`src/rtl/core/tdt_pkg.sv`:
```
// Shared types and constants for the timer deadline table.
`timescale 1ns / 1ps
`default_nettype none
package tdt_pkg;

  localparam int TABLE_DEPTH = 32;
  localparam int MAX_RES     = 32;
  localparam int IDX_W       = $clog2(TABLE_DEPTH);
  localparam int CNT_W       = $clog2(MAX_RES + 1);
  localparam int ID_W        = 16;
  localparam int TIME_W      = 48;
  localparam int IV_W        = 32;

  typedef enum logic [1:0] {
    OP_ADD     = 2'd0,
    OP_CANCEL  = 2'd1,
    OP_COLLECT = 2'd2,
    OP_FINISH  = 2'd3
  } op_t;

  typedef enum logic [1:0] {
    ST_OK      = 2'd0,
    ST_FULL    = 2'd1,
    ST_UNKNOWN = 2'd2
  } status_t;

  typedef enum logic [1:0] {
    S_IDLE,
    S_SCAN,
    S_FIN,
    S_FLUSH
  } state_t;

  typedef struct packed {
    logic load;
    logic step;
    logic fin;
    logic flush;
  } cmd_t;

  typedef struct packed {
    logic scan_last;
    logic again;
    logic flush_req;
  } sts_t;

endpackage
`default_nettype wire

```
`src/rtl/core/tdt_ctrl.sv`:
```
// Sequencer for table scans: load, scan, end-of-pass, collect flush.
`timescale 1ns / 1ps
`default_nettype none
module tdt_ctrl (
  input  wire logic          clk,
  input  wire logic          rst_n,
  input  wire logic          start,
  output logic               busy,
  output tdt_pkg::cmd_t      cmd,
  input  tdt_pkg::sts_t      sts
);
  import tdt_pkg::*;

  state_t state_r, state_nxt;

  always_ff @(posedge clk) begin
    if (!rst_n) begin
      state_r <= S_IDLE;
    end else begin
      state_r <= state_nxt;
    end
  end

  always_comb begin
    state_nxt = state_r;
    unique case (state_r)
      S_IDLE: begin
        if (start) state_nxt = S_SCAN;
      end
      S_SCAN: begin
        if (sts.scan_last) state_nxt = S_FIN;
      end
      S_FIN: begin
        priority if (sts.again) state_nxt = S_SCAN;
        else if (sts.flush_req) state_nxt = S_FLUSH;
        else state_nxt = S_IDLE;
      end
      S_FLUSH: state_nxt = S_IDLE;
      default: state_nxt = S_IDLE;
    endcase
  end

  always_comb begin
    cmd  = '0;
    busy = 1'b1;
    unique case (state_r)
      S_IDLE: begin
        busy     = 1'b0;
        cmd.load = start;
      end
      S_SCAN:  cmd.step  = 1'b1;
      S_FIN:   cmd.fin   = 1'b1;
      S_FLUSH: cmd.flush = 1'b1;
      default: busy = 1'b1;
    endcase
  end

endmodule
`default_nettype wire

```
`src/rtl/core/tdt_dp.sv`:
```
// Timer table storage, scan accumulators and result register.
`timescale 1ns / 1ps
`default_nettype none
module tdt_dp (
  input  wire logic                    clk,
  input  wire logic                    rst_n,
  input  tdt_pkg::cmd_t                cmd,
  output tdt_pkg::sts_t                sts,
  input  wire logic [1:0]              in_opcode,
  input  wire logic [15:0]             in_timer_id,
  input  wire logic [47:0]             in_deadline,
  input  wire logic [31:0]             in_interval,
  input  wire logic [47:0]             in_now,
  output logic                         out_valid,
  output logic [1:0]                   out_status,
  output logic [15:0]                  out_fired_id,
  output logic                         out_fired,
  output logic                         out_earliest_changed,
  output logic [47:0]                  out_next_deadline,
  output logic                         out_deadline_valid,
  output logic                         out_last
);
  import tdt_pkg::*;

  // table
  logic [TABLE_DEPTH-1:0] valid_r, inb_r, mark_r, bm_r;
  logic                   open_r;
  logic [ID_W-1:0]        id_mem_r [TABLE_DEPTH];
  logic [TIME_W-1:0]      dl_mem_r [TABLE_DEPTH];
  logic [IV_W-1:0]        iv_mem_r [TABLE_DEPTH];

  // captured item
  op_t               op_r;
  logic [ID_W-1:0]   id_r;
  logic [TIME_W-1:0] dl_r, now_r;
  logic [IV_W-1:0]   iv_r;

  // scan state
  logic [IDX_W-1:0]  idx_r, best_idx_r, free_idx_r;
  logic              bf_r, ff_r, hit_r, pend_r;
  logic [TIME_W-1:0] best_dl_r;
  logic [ID_W-1:0]   best_id_r, pend_id_r;
  logic [CNT_W-1:0]  n_r;

  // result register
  logic              ov_r, ofd_r, oec_r, odv_r, olast_r;
  logic [1:0]        ost_r;
  logic [ID_W-1:0]   oid_r;
  logic [TIME_W-1:0] ond_r;

  logic [ID_W-1:0]   id_i;
  logic [TIME_W-1:0] dl_i, t_sat, cand_dl;
  logic [IV_W-1:0]   iv_i;
  logic [TIME_W:0]   sum;
  logic              live, rearm, cand_ok, take;
  logic [CNT_W-1:0]  n_inc;

  assign id_i  = id_mem_r[idx_r];
  assign dl_i  = dl_mem_r[idx_r];
  assign iv_i  = iv_mem_r[idx_r];
  assign live  = valid_r[idx_r] & ~inb_r[idx_r];
  assign sum   = {1'b0, now_r} + {{(TIME_W + 1 - IV_W){1'b0}}, iv_i};
  assign t_sat = sum[TIME_W] ? {TIME_W{1'b1}} : sum[TIME_W-1:0];
  assign rearm = open_r & valid_r[idx_r] & inb_r[idx_r] & (iv_i != '0) & ~mark_r[idx_r];
  assign n_inc = n_r + 1'b1;

  always_comb begin
    cand_ok = 1'b0;
    cand_dl = dl_i;
    unique case (op_r)
      OP_ADD:     cand_ok = live;
      OP_CANCEL:  cand_ok = 1'b0;
      OP_COLLECT: cand_ok = live & (dl_i <= now_r);
      OP_FINISH: begin
        cand_ok = rearm | live;
        cand_dl = rearm ? t_sat : dl_i;
      end
      default:    cand_ok = 1'b0;
    endcase
  end

  assign take = cand_ok & (~bf_r | (cand_dl < best_dl_r));

  assign sts.scan_last = (idx_r == IDX_W'(TABLE_DEPTH - 1));
  assign sts.again     = (op_r == OP_COLLECT) & bf_r & (n_inc != CNT_W'(MAX_RES));
  assign sts.flush_req = (op_r == OP_COLLECT) & bf_r & (n_inc == CNT_W'(MAX_RES));

  // entry payload writes: add at end of pass, re-arm during finish scan
  always_ff @(posedge clk) begin
    if (cmd.fin && op_r == OP_ADD && ff_r) begin
      id_mem_r[free_idx_r] <= id_r;
      dl_mem_r[free_idx_r] <= dl_r;
      iv_mem_r[free_idx_r] <= iv_r;
    end else if (cmd.step && op_r == OP_FINISH && rearm) begin
      dl_mem_r[idx_r] <= t_sat;
    end
  end

  always_ff @(posedge clk) begin
    if (cmd.load) begin
      op_r  <= op_t'(in_opcode);
      id_r  <= in_timer_id;
      dl_r  <= in_deadline;
      iv_r  <= in_interval;
      now_r <= in_now;
    end
    if (cmd.step && take) begin
      best_dl_r  <= cand_dl;
      best_idx_r <= idx_r;
      best_id_r  <= id_i;
    end
    if (cmd.step && op_r == OP_ADD && !valid_r[idx_r] && !ff_r) begin
      free_idx_r <= idx_r;
    end
    if (cmd.fin && op_r == OP_COLLECT && bf_r) begin
      pend_id_r <= best_id_r;
    end
  end

  always_ff @(posedge clk) begin
    if (!rst_n) begin
      valid_r <= '0;
      inb_r   <= '0;
      mark_r  <= '0;
      bm_r    <= '0;
      open_r  <= 1'b0;
      idx_r   <= '0;
      bf_r    <= 1'b0;
      ff_r    <= 1'b0;
      hit_r   <= 1'b0;
      pend_r  <= 1'b0;
      n_r     <= '0;
      ov_r    <= 1'b0;
      ost_r   <= ST_OK;
      oid_r   <= '0;
      ofd_r   <= 1'b0;
      oec_r   <= 1'b0;
      ond_r   <= '0;
      odv_r   <= 1'b0;
      olast_r <= 1'b0;
    end else begin
      ov_r <= 1'b0;
      if (cmd.load) begin
        idx_r  <= '0;
        bf_r   <= 1'b0;
        ff_r   <= 1'b0;
        hit_r  <= 1'b0;
        bm_r   <= '0;
        pend_r <= 1'b0;
        n_r    <= '0;
        if (op_t'(in_opcode) == OP_COLLECT && !open_r) begin
          mark_r <= '0;
          open_r <= 1'b1;
        end
      end

      if (cmd.step) begin
        idx_r <= idx_r + 1'b1;
        if (take) bf_r <= 1'b1;
        unique case (op_r)
          OP_ADD: begin
            if (!valid_r[idx_r]) ff_r <= 1'b1;
          end
          OP_CANCEL: begin
            if (id_i == id_r) begin
              if (live) begin
                valid_r[idx_r] <= 1'b0;
                hit_r          <= 1'b1;
              end
              if (valid_r[idx_r] && inb_r[idx_r]) bm_r[idx_r] <= 1'b1;
            end
          end
          OP_COLLECT: ;
          OP_FINISH: begin
            if (open_r && valid_r[idx_r] && inb_r[idx_r]) begin
              inb_r[idx_r] <= 1'b0;
              if (!rearm) valid_r[idx_r] <= 1'b0;
            end
          end
          default: ;
        endcase
      end

      if (cmd.fin) begin
        idx_r   <= '0;
        bf_r    <= 1'b0;
        ost_r   <= ST_OK;
        oid_r   <= '0;
        ofd_r   <= 1'b0;
        oec_r   <= 1'b0;
        ond_r   <= '0;
        odv_r   <= 1'b0;
        olast_r <= 1'b1;
        unique case (op_r)
          OP_ADD: begin
            ov_r <= 1'b1;
            if (!ff_r) begin
              ost_r <= ST_FULL;
            end else begin
              valid_r[free_idx_r] <= 1'b1;
              inb_r[free_idx_r]   <= 1'b0;
              mark_r[free_idx_r]  <= 1'b0;
              oec_r <= ~bf_r | (dl_r < best_dl_r);
            end
          end
          OP_CANCEL: begin
            ov_r <= 1'b1;
            if (!hit_r && open_r) mark_r <= mark_r | bm_r;
            if (!hit_r && !(open_r && (bm_r != '0))) ost_r <= ST_UNKNOWN;
          end
          OP_COLLECT: begin
            if (bf_r) begin
              inb_r[best_idx_r]  <= 1'b1;
              mark_r[best_idx_r] <= 1'b0;
              n_r    <= n_inc;
              pend_r <= 1'b1;
              // previous hit goes out now that another one follows
              if (pend_r) begin
                ov_r    <= 1'b1;
                oid_r   <= pend_id_r;
                ofd_r   <= 1'b1;
                olast_r <= 1'b0;
              end
            end else begin
              ov_r   <= 1'b1;
              pend_r <= 1'b0;
              if (pend_r) begin
                oid_r <= pend_id_r;
                ofd_r <= 1'b1;
              end
            end
          end
          OP_FINISH: begin
            ov_r <= 1'b1;
            if (open_r) begin
              mark_r <= '0;
              open_r <= 1'b0;
            end
            if (bf_r) begin
              ond_r <= best_dl_r;
              odv_r <= best_dl_r > now_r;
            end
          end
          default: ;
        endcase
      end

      if (cmd.flush) begin
        ov_r    <= 1'b1;
        ost_r   <= ST_OK;
        oid_r   <= pend_id_r;
        ofd_r   <= 1'b1;
        oec_r   <= 1'b0;
        ond_r   <= '0;
        odv_r   <= 1'b0;
        olast_r <= 1'b1;
        pend_r  <= 1'b0;
      end
    end
  end

  assign out_valid            = ov_r;
  assign out_status           = ost_r;
  assign out_fired_id         = oid_r;
  assign out_fired            = ofd_r;
  assign out_earliest_changed = oec_r;
  assign out_next_deadline    = ond_r;
  assign out_deadline_valid   = odv_r;
  assign out_last             = olast_r;

endmodule
`default_nettype wire

```
`src/rtl/core/timer_deadline_table.sv`:
```
// Top level of the timer deadline table.
`timescale 1ns / 1ps
`default_nettype none
// Commands are taken when start is high and busy is low. Add, cancel and
// finish each run a load step, a scan over every table slot and a step
// that closes the pass, in which the single result beat is registered.
// Collect runs one full scan per expired timer plus a closing scan, each
// followed by a step that closes the pass. When the 32-timer limit is
// reached the closing scan is replaced by a single flush step for the last
// beat. Every result beat is shown for one cycle with out_valid high and
// cannot be held off; the receiver must take it then. out_last marks the
// final beat of a command.
module timer_deadline_table (
  input  wire logic        clk,
  input  wire logic        rst_n,
  input  wire logic        start,
  output logic             busy,
  input  wire logic [1:0]  in_opcode,
  input  wire logic [15:0] in_timer_id,
  input  wire logic [47:0] in_deadline,
  input  wire logic [31:0] in_interval,
  input  wire logic [47:0] in_now,
  output logic             out_valid,
  output logic [1:0]       out_status,
  output logic [15:0]      out_fired_id,
  output logic             out_fired,
  output logic             out_earliest_changed,
  output logic [47:0]      out_next_deadline,
  output logic             out_deadline_valid,
  output logic             out_last
);
  import tdt_pkg::*;

  cmd_t cmd;
  sts_t sts;

  tdt_ctrl u_ctrl (
    .clk   (clk),
    .rst_n (rst_n),
    .start (start),
    .busy  (busy),
    .cmd   (cmd),
    .sts   (sts)
  );

  tdt_dp u_dp (
    .clk                  (clk),
    .rst_n                (rst_n),
    .cmd                  (cmd),
    .sts                  (sts),
    .in_opcode            (in_opcode),
    .in_timer_id          (in_timer_id),
    .in_deadline          (in_deadline),
    .in_interval          (in_interval),
    .in_now               (in_now),
    .out_valid            (out_valid),
    .out_status           (out_status),
    .out_fired_id         (out_fired_id),
    .out_fired            (out_fired),
    .out_earliest_changed (out_earliest_changed),
    .out_next_deadline    (out_next_deadline),
    .out_deadline_valid   (out_deadline_valid),
    .out_last             (out_last)
  );

endmodule
`default_nettype wire
```
`config.mk`:
```
export PLATFORM = sky130hd
export DESIGN_NAME = timer_deadline_table
export DESIGN_NICKNAME = d
export VERILOG_FILES = /design/src/rtl/core/tdt_pkg.sv /design/src/rtl/core/tdt_ctrl.sv /design/src/rtl/core/tdt_dp.sv /design/src/rtl/core/timer_deadline_table.sv
export SDC_FILE = /design/constraint.sdc
export NUM_CORES = 2
export LEC_CHECK = 0
export BUFFER_PORTS_ARGS = -buffer_cell sky130_fd_sc_hd__buf_2
export CELL_PAD_IN_SITES_DETAIL_PLACEMENT = 1
export CELL_PAD_IN_SITES_GLOBAL_PLACEMENT = 2
export CORE_MARGIN = 5
export CORE_UTILIZATION = 49
export DETAILED_ROUTE_END_ITERATION = 8
export GPL_TIMING_DRIVEN = 0
export PLACE_DENSITY_LB_ADDON = 0.1
export SETUP_SLACK_MARGIN = 0.15
export SLEW_MARGIN = 40
export SYNTH_ARGS = -nofsm -noshare
export SYNTH_HDL_FRONTEND = slang
export SYNTH_SLANG_ARGS = --single-unit
```
`constraint.sdc`:
```
create_clock -name clk -period 13.1 [get_ports clk]
set_input_delay 0 -clock clk [delete_from_list [all_inputs] [get_ports clk]]
set_output_delay 0 -clock clk [all_outputs]
set_load 0.05 [all_outputs]
```
==> out/qor.yml <==
timing:
  period_minus_slack_ps: 11910
  drv_slew: 0
  fmax_mhz: 83.96
  rsz0062_at_grt: "false"
  worst_pin_slew_ps: 981.2
  worst_hold_slack_ps: 124.3
  finalSetupViolations: 0
  slew_headroom_pct: 34.58
  layout_setup_ws_ps: 1190
  finClkSkew_ps: 59.24
  period_share_pct: 90.91
  hold_viol: 0
status:
  violations: "DRC"
  status: "complete, but fails checks"
clock_tree:
  numCtsBuffers: 370
  cts_tree: "built"
  insertion_delay_ps: 970
  clk_pin_slew_worst_paths_ps: 60
  cts-root-to-sink-buffers: 4
  cts.sinks: 3530
  cts-root-buf: "clkbuf_16"
  htreeDepth: 5
die:
  rows: 197
  core_mm2: 0.2884
  dieArea_mm2: 0.3008
  die_h_um: 548.4
  io_pins: 221
  start_util_pct: 49.26
  die_x_um: 548.4
hold_path:
  hold_depth: 3
  min-delay-start: "rst_n"
  min_path_type: "primary input to flip-flop"
final_layout:
  final.fill_count: 24770
  fin_area_mm2: 0.1720
  drive_above_1_share_pct: 26.64
  syn2layout_area_growth_pct: 21.08
  final_util_pct: 59.64
  multi_input_comb_area_mm2: 0.03703
  seq_area_mm2: 0.1038
  nets: 9225
drt:
  routedWlPerCell_um: 41.67
  drt-pass1-iter-count: 9
  wl_um: 539600
  num_vias: 85800
  drc: 2
  drt-vias-per-instance: 6.626
  drtAntennaViolNets: 0
  initialDrtViolationCount: 11540
setup_path:
  ff2ff_path_depth: 35
  r2r_slack_ps: 1190
  cp.depth: 35
  worstSetupStartpointType: "flip-flop"
  crit_path_frequent_cell: "buf_2"
  worstPathRequired_ps: 13720
  cp_num_buf_inv: 11
  worstSetupPathType: "flip-flop to flip-flop"
  cpPeakStageDelay_ps: 700
  cp-end-kind: "flip-flop"
  cpLargestDelayFamily: "buffers and inverters"
  critPathSlowestCell: "ha_1"
  critPathArrivalTime_ps: 12530
  cp_max_fo: 16
placement:
  placed_area_mm2: 0.1567
  dp_slack_ps: 1372
  portBuffers: 219
  dp_hpwl_um: 385700
  gp_congestion: 0.9472
grt:
  grt_first_pass_wirelength_um: 733800
  grt_pass1_vias: 87480
  grt_overflow_total: 0
  grt_max_degree: 53
  antenna_found_initial: 20
  grt_usage_pct: 35.53
logic_synthesis:
  synthTopCellsByArea: "edfxtp_1 70%, mux4_2 12%, dfxtp_1 3.1%"
  ys_seq_area_share_pct: 73.06
  synthCells: 7533
  synthDistinctLibCells: 89
  synth_area_leader_cell: "edfxtp_1"
  async_flop_share_pct: 0
  yosys_warnings: 0
  postSynthAreaPerCell_um2: 18.86
  syn_nets: 7911
  ys_ff_latch: 3530
  synth_enable_flop_cells: 3308
  syn_area_mm2: 0.1420
  netlist.area_leader.share_pct: 69.93
  synth_top_flop_cell: "edfxtp_1"
pwr:
  leakage_nw: 56.61
  ir_drop_mv: 0.1224
  power_density_mw_per_mm2: 142.5
job:
  cap_violations: 0
==> cells by family after synthesis <==
group / synth area share (%)
compound gates: 4.602
xor+xnor: 0.2281
fa+ha+maj: 2.022
buf+inv: 1.763
flops: 73.06
mux: 14.44
simple gates: 3.887
==> flip-flops by register name (all words and copies together) (netlist names), 2 cells and up, named ones only <==
| register | count |
|---|---|
| u_dp.valid_r | 32 |
| u_dp.mark_r | 32 |
| u_ctrl.state_r | 2 |
| u_dp.id_r | 16 |
| u_dp.inb_r | 32 |
| u_dp.n_r | 6 |
| u_dp.best_dl_r | 48 |
| u_dp.op_r | 2 |
| u_dp.pend_id_r | 16 |
| u_dp.best_id_r | 16 |
| u_dp.iv_r | 32 |
| u_dp.best_idx_r | 5 |
| u_dp.id_mem_r | 512 |
| u_dp.out_status | 2 |
| u_dp.free_idx_r | 5 |
| u_dp.iv_mem_r | 1024 |
| u_dp.dl_r | 48 |
| u_dp.out_fired_id | 16 |
| u_dp.now_r | 48 |
| u_dp.idx_r | 5 |
| u_dp.bm_r | 32 |
| u_dp.dl_mem_r | 1536 |
| u_dp.out_next_deadline | 48 |
==> cells in the final DEF (no fill, tap or decap), drive strengths merged, types with 54 or more instances in the layout <==
cell type,count
nand2,313
a21o,95
ha,228
clkbuf,649
a22oi,174
dfxtp,222
mux2i,256
buf,863
o21ai,134
clkinv,170
a31oi,102
nand4,54
a21oi,173
nor3,83
nor2b,62
nand3,118
dlygate4sd3,293
nor2,334
mux4,771
inv,138
edfxtp,3308
==> power by group <==
group | leakage, nW | total [mW] | switching [mW] | internal, mW
combinational | 19.1 | 1.47 | 0.898 | 0.574
sequential | 31.6 | 12.5 | 0.0842 | 12.4
clock | 5.88 | 10.6 | 4.55 | 6.04
total | 56.6 | 24.5 | 5.53 | 19.0
==> cell usage after synthesis (53+ instances only) <==
library cell and n:
edfxtp_1 3308, mux4_2 763, nor2_1 334, nand2_1 313, mux2i_1 256, ha_1 228, dfxtp_1 222, clkbuf_1 191
a21oi_1 173, a22oi_1 173, o21ai_0 133, inv_1 127, buf_2 124, nand3_1 118, a31oi_1 102, a21o_1 95
nor3_1 82, nor2b_1 62, nand4_1 53
==> routing by layer <==
metal  share of wire (%)  vias to the layer above  GRT usage [%]
met4                 7.1                       12          20.35
met3                 8.2                     1176          5.892
met5               0.016                        -              0
met1                  37                    46000          45.78
met2                  48                     5004          57.68
li1                    -                    33610              -
==> final timing paths <==
| check | endpoint |
|---|---|
| setup / recovery | u_dp.best_dl_r[21]$_DFFE_PP_ |
| hold / removal | u_dp.out_fired_id[13]$_SDFFE_PN0P_ |
| setup reg to reg | u_dp.best_dl_r[21]$_DFFE_PP_ |
| hold reg to reg | u_dp.pend_id_r[8]$_DFFE_PP_ |
==> stage by stage <==
step | TNS (ps) | power, mW | cells
after global routing | 0 | 25.19 | 12940
final | 0 | 24.51 | 12950
after global placement | -3151950 | 13.98 | 11530
after detailed placement | 0 | 14.07 | 11940
after floorplan | 0 | 13.44 | 7533
after CTS | 0 | 24.56 | 12910
==> what timing repair did <==
item	4_1_cts	5_1_grt
buffers inserted	0	0
hold buffers	293	0
gates resized for setup	0	0
hold endpoints to repair	217	0
==> cell type report <==
type	instances	share of cell area (%)
tap	3781	2.751
multi-input combinational	3466	21.53
buffer	407	1.247
timing repair buffer	942	6.788
inverter	130	0.3136
antenna	17	0.02473
clock inverter	221	1.272
sequential	3530	60.34
clock buffer	456	5.735
==> worst reg2reg max path, delay by kind of cell (launching register included) <==
family	cells	cell delay (ps)
buf+inv	11	3890
compound gates	13	3420
simple gates	8	2680
fa+ha+maj	2	1050
flops	1	310
mux	1	240
(Power assumes the default switching activity.)
